<file path="config.mk">
export PLATFORM = sky130hd
export DESIGN_NAME = weekly_alarm_matcher
export DESIGN_NICKNAME = d
export VERILOG_FILES = /design/src/rtl/core/wam_pkg.sv /design/src/rtl/core/wam_slot_unit.sv /design/src/rtl/core/weekly_alarm_matcher.sv
export SDC_FILE = /design/constraint.sdc
export NUM_CORES = 1
export LEC_CHECK = 0
export ABC_AREA = 1
export BUFFER_PORTS_ARGS = -buffer_cell sky130_fd_sc_hd__buf_2
export CORE_ASPECT_RATIO = 1.5
export CORE_MARGIN = 2
export CORE_UTILIZATION = 50
export DETAILED_ROUTE_END_ITERATION = 8
export HOLD_SLACK_MARGIN = 0.08
export PLACE_DENSITY = 0.78
export SETUP_SLACK_MARGIN = 0.1
export SLEW_MARGIN = 10
export SYNTH_ARGS = -nofsm -noshare
export SYNTH_HDL_FRONTEND = slang
export SYNTH_HIERARCHICAL = 1
export SYNTH_SLANG_ARGS = --single-unit
</file>
<file path="constraint.sdc">
create_clock -name clk_i -period 7.17 [get_ports clk_i]
set_clock_uncertainty 0.1 [all_clocks]
set_input_delay 1.434 -clock clk_i [delete_from_list [all_inputs] [get_ports clk_i]]
set_output_delay 1.434 -clock clk_i [all_outputs]
set_load 0.005 [all_outputs]
</file>
<file path="src/rtl/core/wam_pkg.sv">
// Package for the weekly alarm matcher: types, codes and the weekday helper.
// Depends on nothing; used by every module of the block.
`default_nettype none

package wam_pkg;

  localparam int NumAlarmsDefault = 8;
  localparam int CfgW             = 4;
  localparam int CountW           = 8;
  localparam int IdxW             = 3;
  localparam int SundayBit        = 6;
  localparam int InDataW          = 40;
  localparam int OutDataW         = 24;
  localparam int MaskW            = 8;

  typedef enum logic [1:0] {
    KIND_TICK    = 2'd0,
    KIND_WRITE   = 2'd1,
    KIND_DISMISS = 2'd2,
    KIND_NONE    = 2'd3
  } kind_e;

  typedef enum logic [1:0] {
    ST_IDLE      = 2'd0,
    ST_RINGING   = 2'd1,
    ST_DISMISSED = 2'd2
  } status_e;

  typedef struct packed {
    logic       enable;
    logic [4:0] hour;
    logic [5:0] minute;
    logic [6:0] days;
  } alarm_entry_t;

  typedef struct packed {
    logic [4:0] hour;
    logic [5:0] minute;
    logic [2:0] weekday;
  } clock_time_t;

  typedef struct packed {
    status_e             status;
    logic [CountW-1:0]   count;
  } slot_upd_t;

  // Sunday (0) selects mask bit 6, days 1..6 select bit day-1, 7 matches nothing.
  function automatic logic day_hit(input logic [6:0] days, input logic [2:0] wd);
    logic hit;
    hit = 1'b0;
    unique case (wd)
      3'd0:    hit = days[SundayBit];
      3'd7:    hit = 1'b0;
      default: hit = days[wd - 3'd1];
    endcase
    return hit;
  endfunction

endpackage

`default_nettype wire

</file>
<file path="src/rtl/core/wam_slot_unit.sv">
// Shared slot evaluation unit: compares one alarm with the current time and
// returns its next status and the updated wake counter. Depends on wam_pkg.
`default_nettype none

module wam_slot_unit
  import wam_pkg::*;
(
  input  alarm_entry_t      entry_i,
  input  status_e           status_i,
  input  clock_time_t       now_i,
  input  logic [CountW-1:0] count_i,
  output slot_upd_t         upd_o
);

  logic hit;

  assign hit = (entry_i.hour == now_i.hour) && (entry_i.minute == now_i.minute) &&
               day_hit(entry_i.days, now_i.weekday);

  always_comb begin
    upd_o.status = status_i;
    upd_o.count  = count_i;
    if (entry_i.enable) begin
      unique case (status_i)
        ST_IDLE: begin
          if (hit) begin
            upd_o.status = ST_RINGING;
            if (count_i != {CountW{1'b1}}) upd_o.count = count_i + 1'b1;
          end
        end
        ST_RINGING, ST_DISMISSED: begin
          if (!hit) begin
            upd_o.status = ST_IDLE;
            if (count_i != '0) upd_o.count = count_i - 1'b1;
          end
        end
        default: ;
      endcase
    end
  end

endmodule

`default_nettype wire

</file>
<file path="src/rtl/core/weekly_alarm_matcher.sv">
// Top level of the weekly alarm matcher: alarm table, status, wake counter
// and the slot-walking sequencer. Depends on wam_pkg and wam_slot_unit.
//
//  Channel  | Direction | Handshake                 | Payload
//  ---------+-----------+---------------------------+---------------------------------
//  s_axis   | in        | s_axis_tvalid/tready      | tuser: kind; tdata: time + entry
//  m_axis   | out       | m_axis_tvalid/tready      | tdata: mask, wake count, needed
//  cfg      | in        | cfg_wr_en (no wait)       | cfg_wr_data: alarms_in_use
//
// A tick visits N slots, where N is alarms_in_use limited to NUM_ALARMS: after
// the accepting cycle the sequencer walks one slot per cycle through the shared
// evaluation unit, then its done state loads the result register. Writes,
// dismisses, the unused kind and a tick with N of zero go from the accepting
// cycle straight to the done state.
// The input is ready only while the sequencer is idle; a result waits in the
// output register while the next item is accepted, and a second result
// stalls the sequencer until the first is taken.
// Reset clears the table, the status of every slot, the counter and the register.
`default_nettype none

module weekly_alarm_matcher
  import wam_pkg::*;
#(
  parameter int NUM_ALARMS = NumAlarmsDefault
) (
  input  wire logic                clk_i,
  input  wire logic                rst_ni,
  // Configuration: alarms_in_use.
  input  wire logic                cfg_wr_en_i,
  input  wire logic [CfgW-1:0]     cfg_wr_data_i,
  // Input items.
  input  wire logic                s_axis_tvalid_i,
  output logic                     s_axis_tready_o,
  // From bit 0: now_hour[4:0], now_minute[10:5], now_weekday[13:11],
  // entry_index[16:14], entry_enable[17], entry_hour[22:18],
  // entry_minute[28:23], entry_days[35:29], zero pad[39:36].
  input  wire logic [InDataW-1:0]  s_axis_tdata_i,
  // kind[1:0].
  input  wire logic [1:0]          s_axis_tuser_i,
  // Result items.
  output logic                     m_axis_tvalid_o,
  input  wire logic                m_axis_tready_i,
  // From bit 0: ringing_mask[7:0], wake_count[15:8], wake_needed[16],
  // zero pad[23:17].
  output logic [OutDataW-1:0]      m_axis_tdata_o
);

  // Slot index width and a count width that can hold both the register and
  // NUM_ALARMS itself.
  localparam int AW    = (NUM_ALARMS > 1) ? $clog2(NUM_ALARMS) : 1;
  localparam int NW    = $clog2(NUM_ALARMS + 1);
  localparam int CNTW  = (NW > CfgW) ? NW : CfgW;
  localparam int SHOWN = (NUM_ALARMS < MaskW) ? NUM_ALARMS : MaskW;

  typedef enum logic [1:0] {
    S_IDLE,
    S_WALK,
    S_DONE
  } state_e;

  state_e             state_q;
  logic [CfgW-1:0]    in_use_q;
  alarm_entry_t       table_q  [NUM_ALARMS];
  status_e            status_q [NUM_ALARMS];
  logic [CountW-1:0]  wake_q;
  clock_time_t        now_q;
  logic [AW-1:0]      walk_q;
  logic               out_valid_q;
  logic [MaskW-1:0]   out_mask_q;
  logic [CountW-1:0]  out_count_q;

  // Unpack the input item.
  kind_e        in_kind;
  clock_time_t  in_now;
  logic [IdxW-1:0] in_idx;
  alarm_entry_t in_entry;

  assign in_kind        = kind_e'(s_axis_tuser_i);
  assign in_now.hour    = s_axis_tdata_i[4:0];
  assign in_now.minute  = s_axis_tdata_i[10:5];
  assign in_now.weekday = s_axis_tdata_i[13:11];
  assign in_idx         = s_axis_tdata_i[16:14];
  assign in_entry.enable = s_axis_tdata_i[17];
  assign in_entry.hour   = s_axis_tdata_i[22:18];
  assign in_entry.minute = s_axis_tdata_i[28:23];
  assign in_entry.days   = s_axis_tdata_i[35:29];

  logic in_fire;
  logic idx_ok;
  logic [AW-1:0] slot_sel;

  assign s_axis_tready_o = (state_q == S_IDLE);
  assign in_fire         = s_axis_tvalid_i && s_axis_tready_o;
  assign idx_ok          = (32'(in_idx) < 32'(NUM_ALARMS));

  // The status table has one read address: the requested slot while idle,
  // the walk position otherwise.
  assign slot_sel = (state_q == S_IDLE) ? AW'(in_idx) : walk_q;

  // Number of slots visited on a tick, limited to the table size.
  logic [CNTW-1:0] in_use_ext;
  logic [CNTW-1:0] walk_count;
  logic            walk_last;

  assign in_use_ext = CNTW'(in_use_q);
  assign walk_count = (in_use_ext > CNTW'(NUM_ALARMS)) ? CNTW'(NUM_ALARMS) : in_use_ext;
  assign walk_last  = ((CNTW'(walk_q) + CNTW'(1)) == walk_count);

  // Shared evaluation unit, fed from the slot under the walk pointer.
  slot_upd_t upd;

  wam_slot_unit u_slot (
    .entry_i  (table_q[walk_q]),
    .status_i (status_q[slot_sel]),
    .now_i    (now_q),
    .count_i  (wake_q),
    .upd_o    (upd)
  );

  // Ringing mask of the first slots, up to eight (MaskW).
  logic [MaskW-1:0] ring_mask;

  always_comb begin
    ring_mask = '0;
    for (int i = 0; i < SHOWN; i++) begin
      ring_mask[i] = (status_q[i] == ST_RINGING);
    end
  end

  logic out_free;
  assign out_free = !out_valid_q || m_axis_tready_i;

  always_ff @(posedge clk_i or negedge rst_ni) begin
    if (!rst_ni) begin
      state_q     <= S_IDLE;
      in_use_q    <= '0;
      wake_q      <= '0;
      now_q       <= '0;
      walk_q      <= '0;
      out_valid_q <= 1'b0;
      out_mask_q  <= '0;
      out_count_q <= '0;
      for (int i = 0; i < NUM_ALARMS; i++) begin
        table_q[i]  <= '0;
        status_q[i] <= ST_IDLE;
      end
    end else begin
      if (cfg_wr_en_i) in_use_q <= cfg_wr_data_i;

      // A new result is loaded when the register is free; otherwise a taken
      // result leaves the register empty.
      if (state_q == S_DONE && out_free) begin
        out_valid_q <= 1'b1;
      end else if (out_valid_q && m_axis_tready_i) begin
        out_valid_q <= 1'b0;
      end

      unique case (state_q)
        S_IDLE: begin
          if (in_fire) begin
            now_q   <= in_now;
            walk_q  <= '0;
            // Only a tick with slots in use needs the walk.
            state_q <= (in_kind == KIND_TICK && walk_count != '0) ? S_WALK : S_DONE;
            unique case (in_kind)
              KIND_WRITE: begin
                if (idx_ok) begin
                  table_q[AW'(in_idx)]  <= in_entry;
                  status_q[AW'(in_idx)] <= ST_IDLE;
                end
              end
              KIND_DISMISS: begin
                if (idx_ok && status_q[slot_sel] == ST_RINGING) begin
                  status_q[slot_sel] <= ST_DISMISSED;
                end
              end
              default: ;
            endcase
          end
        end
        S_WALK: begin
          // One slot per cycle through the shared unit.
          status_q[walk_q] <= upd.status;
          wake_q           <= upd.count;
          walk_q           <= walk_q + 1'b1;
          if (walk_last) state_q <= S_DONE;
        end
        S_DONE: begin
          // Capture the result once the output register is free.
          if (out_free) begin
            out_mask_q  <= ring_mask;
            out_count_q <= wake_q;
            state_q     <= S_IDLE;
          end
        end
        default: state_q <= S_IDLE;
      endcase
    end
  end

  assign m_axis_tvalid_o = out_valid_q;
  assign m_axis_tdata_o  = {7'd0, (out_count_q != '0), out_count_q, out_mask_q};

endmodule

`default_nettype wire

</file>
# Word level (Yosys, flattened, before mapping)
# Index checks and enable logic that the tools add are counted.
# W data, S select, Z words.
dict set report totals {
  ram_bits 0
  rom_bits 0
  n_memories 0
  out_inout_bits 26
  reg_bits 216
  latch_bits 0
}
dict set report op_classes {
  n_mul 0
  magnitude_cmp 8
  n_reduce_logical 29
  div 0
  eq_ne 28
  mux 40
  bitwise 8
  add_sub_neg 5
  shifts 0
}
# op count
set ops {}
lappend ops {{$bwmux W152} 1}
lappend ops {{$pmux W16 S2} 2}
lappend ops {{$bmux W19 S3} 1}
lappend ops {{$demux W19 S3} 1}
lappend ops {{$mux W19} 3}
lappend ops {{$mux W16} 2}
lappend ops {{$mux W10} 3}
lappend ops {{$eq A2 B1 Y1 const B} 11}
lappend ops {{$pmux W10 S2} 1}
lappend ops {{$demux W2 S3} 3}
lappend ops {{$mux W2} 9}
lappend ops {{$and A16 B16 Y16} 1}
lappend ops {{$bwmux W16} 1}
lappend ops {{$mux W8} 2}
lappend ops {{$not A16 Y16} 1}
lappend ops {{$reduce_bool A8 Y1} 2}
lappend ops {{$ge A4 B4 Y1 const B} 3}
lappend ops {{$lt A4 B1 Y1 const B} 3}
lappend ops {{$not A3 Y4} 3}
lappend ops {{$logic_and A1 B1 Y1} 9}
lappend ops {{$add A8 B1 Y8 const B} 1}
lappend ops {{$and A8 B8 Y8} 1}
lappend ops {{$ne A2 B1 Y1 const B} 4}
lappend ops {{$ne A8 B8 Y1 const B} 1}
lappend ops {{35 further kinds} 49}

# Depth between registers and ports, before layout
dict set report logic_depth {
  word_depth 13
  ltp_mapped 23
  mapped_depth_nobuf 21
}

# By module
# The synthesis kept the hierarchy.
# module instances cells_each area_each_um2
set modules_own_cells {}
lappend modules_own_cells {weekly_alarm_matcher 1 1087 9674.3}
lappend modules_own_cells {wam_slot_unit 1 261 1262.5}

# Worst setup path after synthesis
# Ideal clock, no wire load.
dict set report synth_timing {
  path_kind {in2reg}
  start {input s_axis_tdata_i[14]}
  end {register status_q[1] (netlist name)}
  t_required_ns 6.953
  n_path_buf 2
  arrival_ns 3.413
  path_slack_ns 3.540
  setup_time_ns 0.117
  stages 21
  path_cell_list {buf_4 clkinv_1 nand2_1 nand2_2 nand2_1 nand3_1 nand2_1 inv_2 nand2_1 inv_1 inv_1 ha_1 buf_2 nand3_1 nand2_1 a21oi_1 nor2_1 nand2_1 o21ai_0 nand4_1 nand2_1}
}
# element line
set synth_rtl {}
lappend synth_rtl {{from (decl)} weekly_alarm_matcher.sv:37} ;# input wire logic [InDataW-1:0] s_axis_tdata_i,
lappend synth_rtl {{to (signal, indexed assignment)} weekly_alarm_matcher.sv:183} ;# status_q[walk_q] <= upd.status;
lappend synth_rtl {{to (decl)} weekly_alarm_matcher.sv:64} ;# status_e status_q [NUM_ALARMS];

==> impl_metrics.py <==
metrics = {
    "cts": {
        "cts_buffers": 21,
        "clkSinkCount": 216,
        "cts_tree": "yes",
        "cts_setup_buffers": 0,
        "cts_root_buf": "clkbuf_16",
        "cts-resized-gates": 0,
        "cts_hold_buf": 0,
        "path_clk_slew_ns": 0.06,
        "h-tree-depth": 1,
        "clkLatencyLatePin_ns": 0.50,
        "clock_path_buffers": 3,
    },
    "worst_setup_path": {
        "worst_ep_arrival_time_ns": 4.90,
        "crit_path_end_kind": "flip-flop",
        "cp.depth": 19,
        "path_delay_family": "simple AND/OR/NAND/NOR gates",
        "slowest_delay_ns": 0.68,
        "cp_common_cell": "nand2_1",
        "rr_worst_depth": 19,
        "startpoint_type": "flip-flop",
        "path_buf_inv": 2,
        "path_cells": "inv_1, nand3_1, clkinv_1, nand2_1, nand2_1, a221oi_1, nand4_1, nand2_1, nand2_1, nor2_1, nand3_2, nor2_8, nand3_4, a21oi_1, nor2_1, nand2_1, o21ai_0, nand4_1, nand2_1",
        "cp_max_fo": 19,
        "cp_slowest_cell": "clkinv_1",
        "crit_required_ns": 7.45,
        "worstSetupPathType": "flip-flop to flip-flop",
    },
    "power_and_ir_drop": {
        "finalPower_mw": 4.749,
        "pwr_density_cell_nw_per_um2": 393.2,
        "leakagePower_nw": 5.905,
        "peakVddDrop_v": 0.0001844,
    },
    "placement": {
        "place.gp.congestion": 0.8964,
        "dp.cells": 1631,
        "io_buffers": 65,
        "dp_hpwl_mm": 17.33,
        "post-place-ws_ns": 2.613,
        "dpl_cell_area_um2": 11410,
    },
    "flow_run": {
        "cap_viol_max_count": 0,
    },
    "timing": {
        "fin_tns_setup_ns": 0,
        "rsz0062_at_grt": "false",
        "hold_slack_ns": 0.3732,
        "min_period_ns": 4.617,
        "worst_slew_pin_slew_ns": 1.044,
        "setup_slack_ns": 2.553,
        "finalCritPeriodShare_pct": 64.40,
        "fmax_ghz": 0.2166,
        "setup_viol_count_final": 0,
        "finalHoldViolations": 0,
        "slew_viol_final": 0,
        "slew_headroom_pct": 30.13,
    },
    "global_routing": {
        "grt_use_met3_pct": 2.397,
        "gr-usage-met2_pct": 43.34,
        "grt_max_degree": 177,
        "busiest_layer": "met2",
        "grt_overflow": 0,
        "track_usage_pct": 24.45,
        "grt_pass1_wl_mm": 46.13,
        "antenna_found_initial": 0,
        "grt_pass1_vias": 9257,
        "met1_usage_pct": 30.28,
    },
    "logic_synthesis": {
        "synth_area_um2": 10940,
        "yosysMostFrequentCell": "nand2_1",
        "ys_ff_latch": 216,
        "synth_cells": 1348,
        "synth_top_area_share_pct": 49.42,
        "synth_cell_types": 44,
        "synth_area_leaders": "dfrtp_1, nand2_1, o21ai_0, nand3_1, inv_1",
        "synth-seq-area-share_pct": 49.42,
        "ys_warn_count": 6,
        "synth_ff_type": "dfrtp_1",
        "yosysTopAreaCell": "dfrtp_1",
        "synth-edff-count": 0,
        "avgSynthCellArea_um2": 8.113,
        "synth_common_cells": "nand2_1, dfrtp_1, o21ai_0",
        "async_flop_share_pct": 100.0,
    },
    "layout": {
        "area_growth_pct": 10.42,
        "drive_gt1_share_pct": 12.11,
        "fin_area_um2": 12080,
        "diodes": 0,
        "fin_util_pct": 56.03,
        "layout.cells.non_filler": 1668,
        "fin_nets": 1442,
        "fill_cells": 1941,
    },
    "floorplan": {
        "core-area_um2": 21550,
        "start_util_pct": 50.74,
        "die_x_um": 124.8,
        "dieArea_um2": 23100,
        "io-pin-count": 77,
        "placementRows": 66,
        "fp.dieH_um": 185.1,
    },
    "routing": {
        "drc_errors": 0,
        "drt-pass1-iter-count": 6,
        "avgViaCountPerCell": 5.719,
        "antenna_left": 0,
        "wl_per_cell_um": 16.66,
        "routed_wl_mm": 27.78,
        "num_vias": 9540,
        "drtIter0Drc": 1015,
    },
    "min_path": {
        "holdPathStages": 2,
        "hp-class": "flip-flop to flip-flop",
    },
    "status": {
        "status": "finished, final reports clean",
    },
}
[layer usage]
metal | wire [um] | up-vias | part of all wire (%)
met5 | 0 | - | 0
met2 | 13890 | 331 | 50
met4 | 1157 | 0 | 4.2
met1 | 11350 | 4553 | 41
li1 | - | 4578 | -
met3 | 1383 | 78 | 5.0
[flip-flops by register name, indices dropped and copies added (netlist names)]
| register | count |
|---|---|
| table_q | 152 |
| status_q | 16 |
| now_q | 14 |
| out_count_q | 8 |
| out_mask_q | 8 |
| wake_q | 8 |
| in_use_ext | 4 |
| walk_q | 3 |
| state_q | 2 |
| m_axis_tvalid_o | 1 |
[cells by family (layout without fill, tap and decap cells)]
| logic type | Yosys count | after routing | share of synthesized area (%) |
|---|---|---|---|
| simple gates | 633 | 633 | 25.34 |
| compound gates | 286 | 286 | 15.11 |
| flops | 216 | 216 | 49.42 |
| buf+inv | 181 | 223 | 6.978 |
| mux | 14 | 14 | 1.441 |
| fa+ha+maj | 9 | 9 | 1.030 |
| xor+xnor | 8 | 8 | 0.6407 |
| other cells | 1 | 7 | 0.03429 |
[worst reg2reg max path: stages, from the launching register on]
cell	delay [ns]
dfrtp_1	0.59
inv_1	0.18
nand3_1	0.18
clkinv_1	0.68
nand2_1	0.24
nand2_1	0.07
a221oi_1	0.21
nand4_1	0.32
nand2_1	0.17
nand2_1	0.06
nor2_1	0.12
nand3_2	0.15
nor2_8	0.28
nand3_4	0.27
a21oi_1	0.21
nor2_1	0.05
nand2_1	0.29
o21ai_0	0.15
nand4_1	0.11
nand2_1	0.08
[cells in the final DEF, fill, tap and decap left out, drive strengths merged, types with 9 or more instances in the layout]
cell,count
a21oi,10
a221oi,16
a22o,16
a22oi,23
buf,78
clkbuf,30
clkinv,10
dfrtp,216
ha,9
inv,103
mux2,14
nand2,437
nand3,88
nand4,46
nor2,44
o21ai,206
[path summary, 6_finish.rpt]
path / from / endpoint / slack, ns
setup / recovery: walk_q[0] / status_q[13] / 2.55
hold / removal: out_mask_q[0] / out_mask_q[0] / 0.37
hold reg to reg: out_mask_q[0] / out_mask_q[0] / 0.37
max in group asynchronous: rst_ni / table_q[27] / 4.97
min in group asynchronous: rst_ni / out_mask_q[6] / 0.75
setup reg to reg: walk_q[0] / status_q[13] / 2.55
[where the power goes]
part	switching (mW)	leakage [nW]	total [mW]	internal [mW]
clock	0.459	0.331	1.08	0.618
combinational	1.17	2.72	1.80	0.625
sequential	0.278	2.85	1.87	1.60
[layout make-up]
class / instances / area (um^2) / area share (%)
clock inverter: 8 / 71.32 / 0.5906
inverter: 107 / 401.6 / 3.326
sequential: 216 / 5405 / 44.76
timing repair buffer: 79 / 451.7 / 3.740
tap: 272 / 340.3 / 2.818
clock buffer: 29 / 595.6 / 4.932
multi-input combinational: 957 / 4811 / 39.84
(Power assumes the default switching activity.)
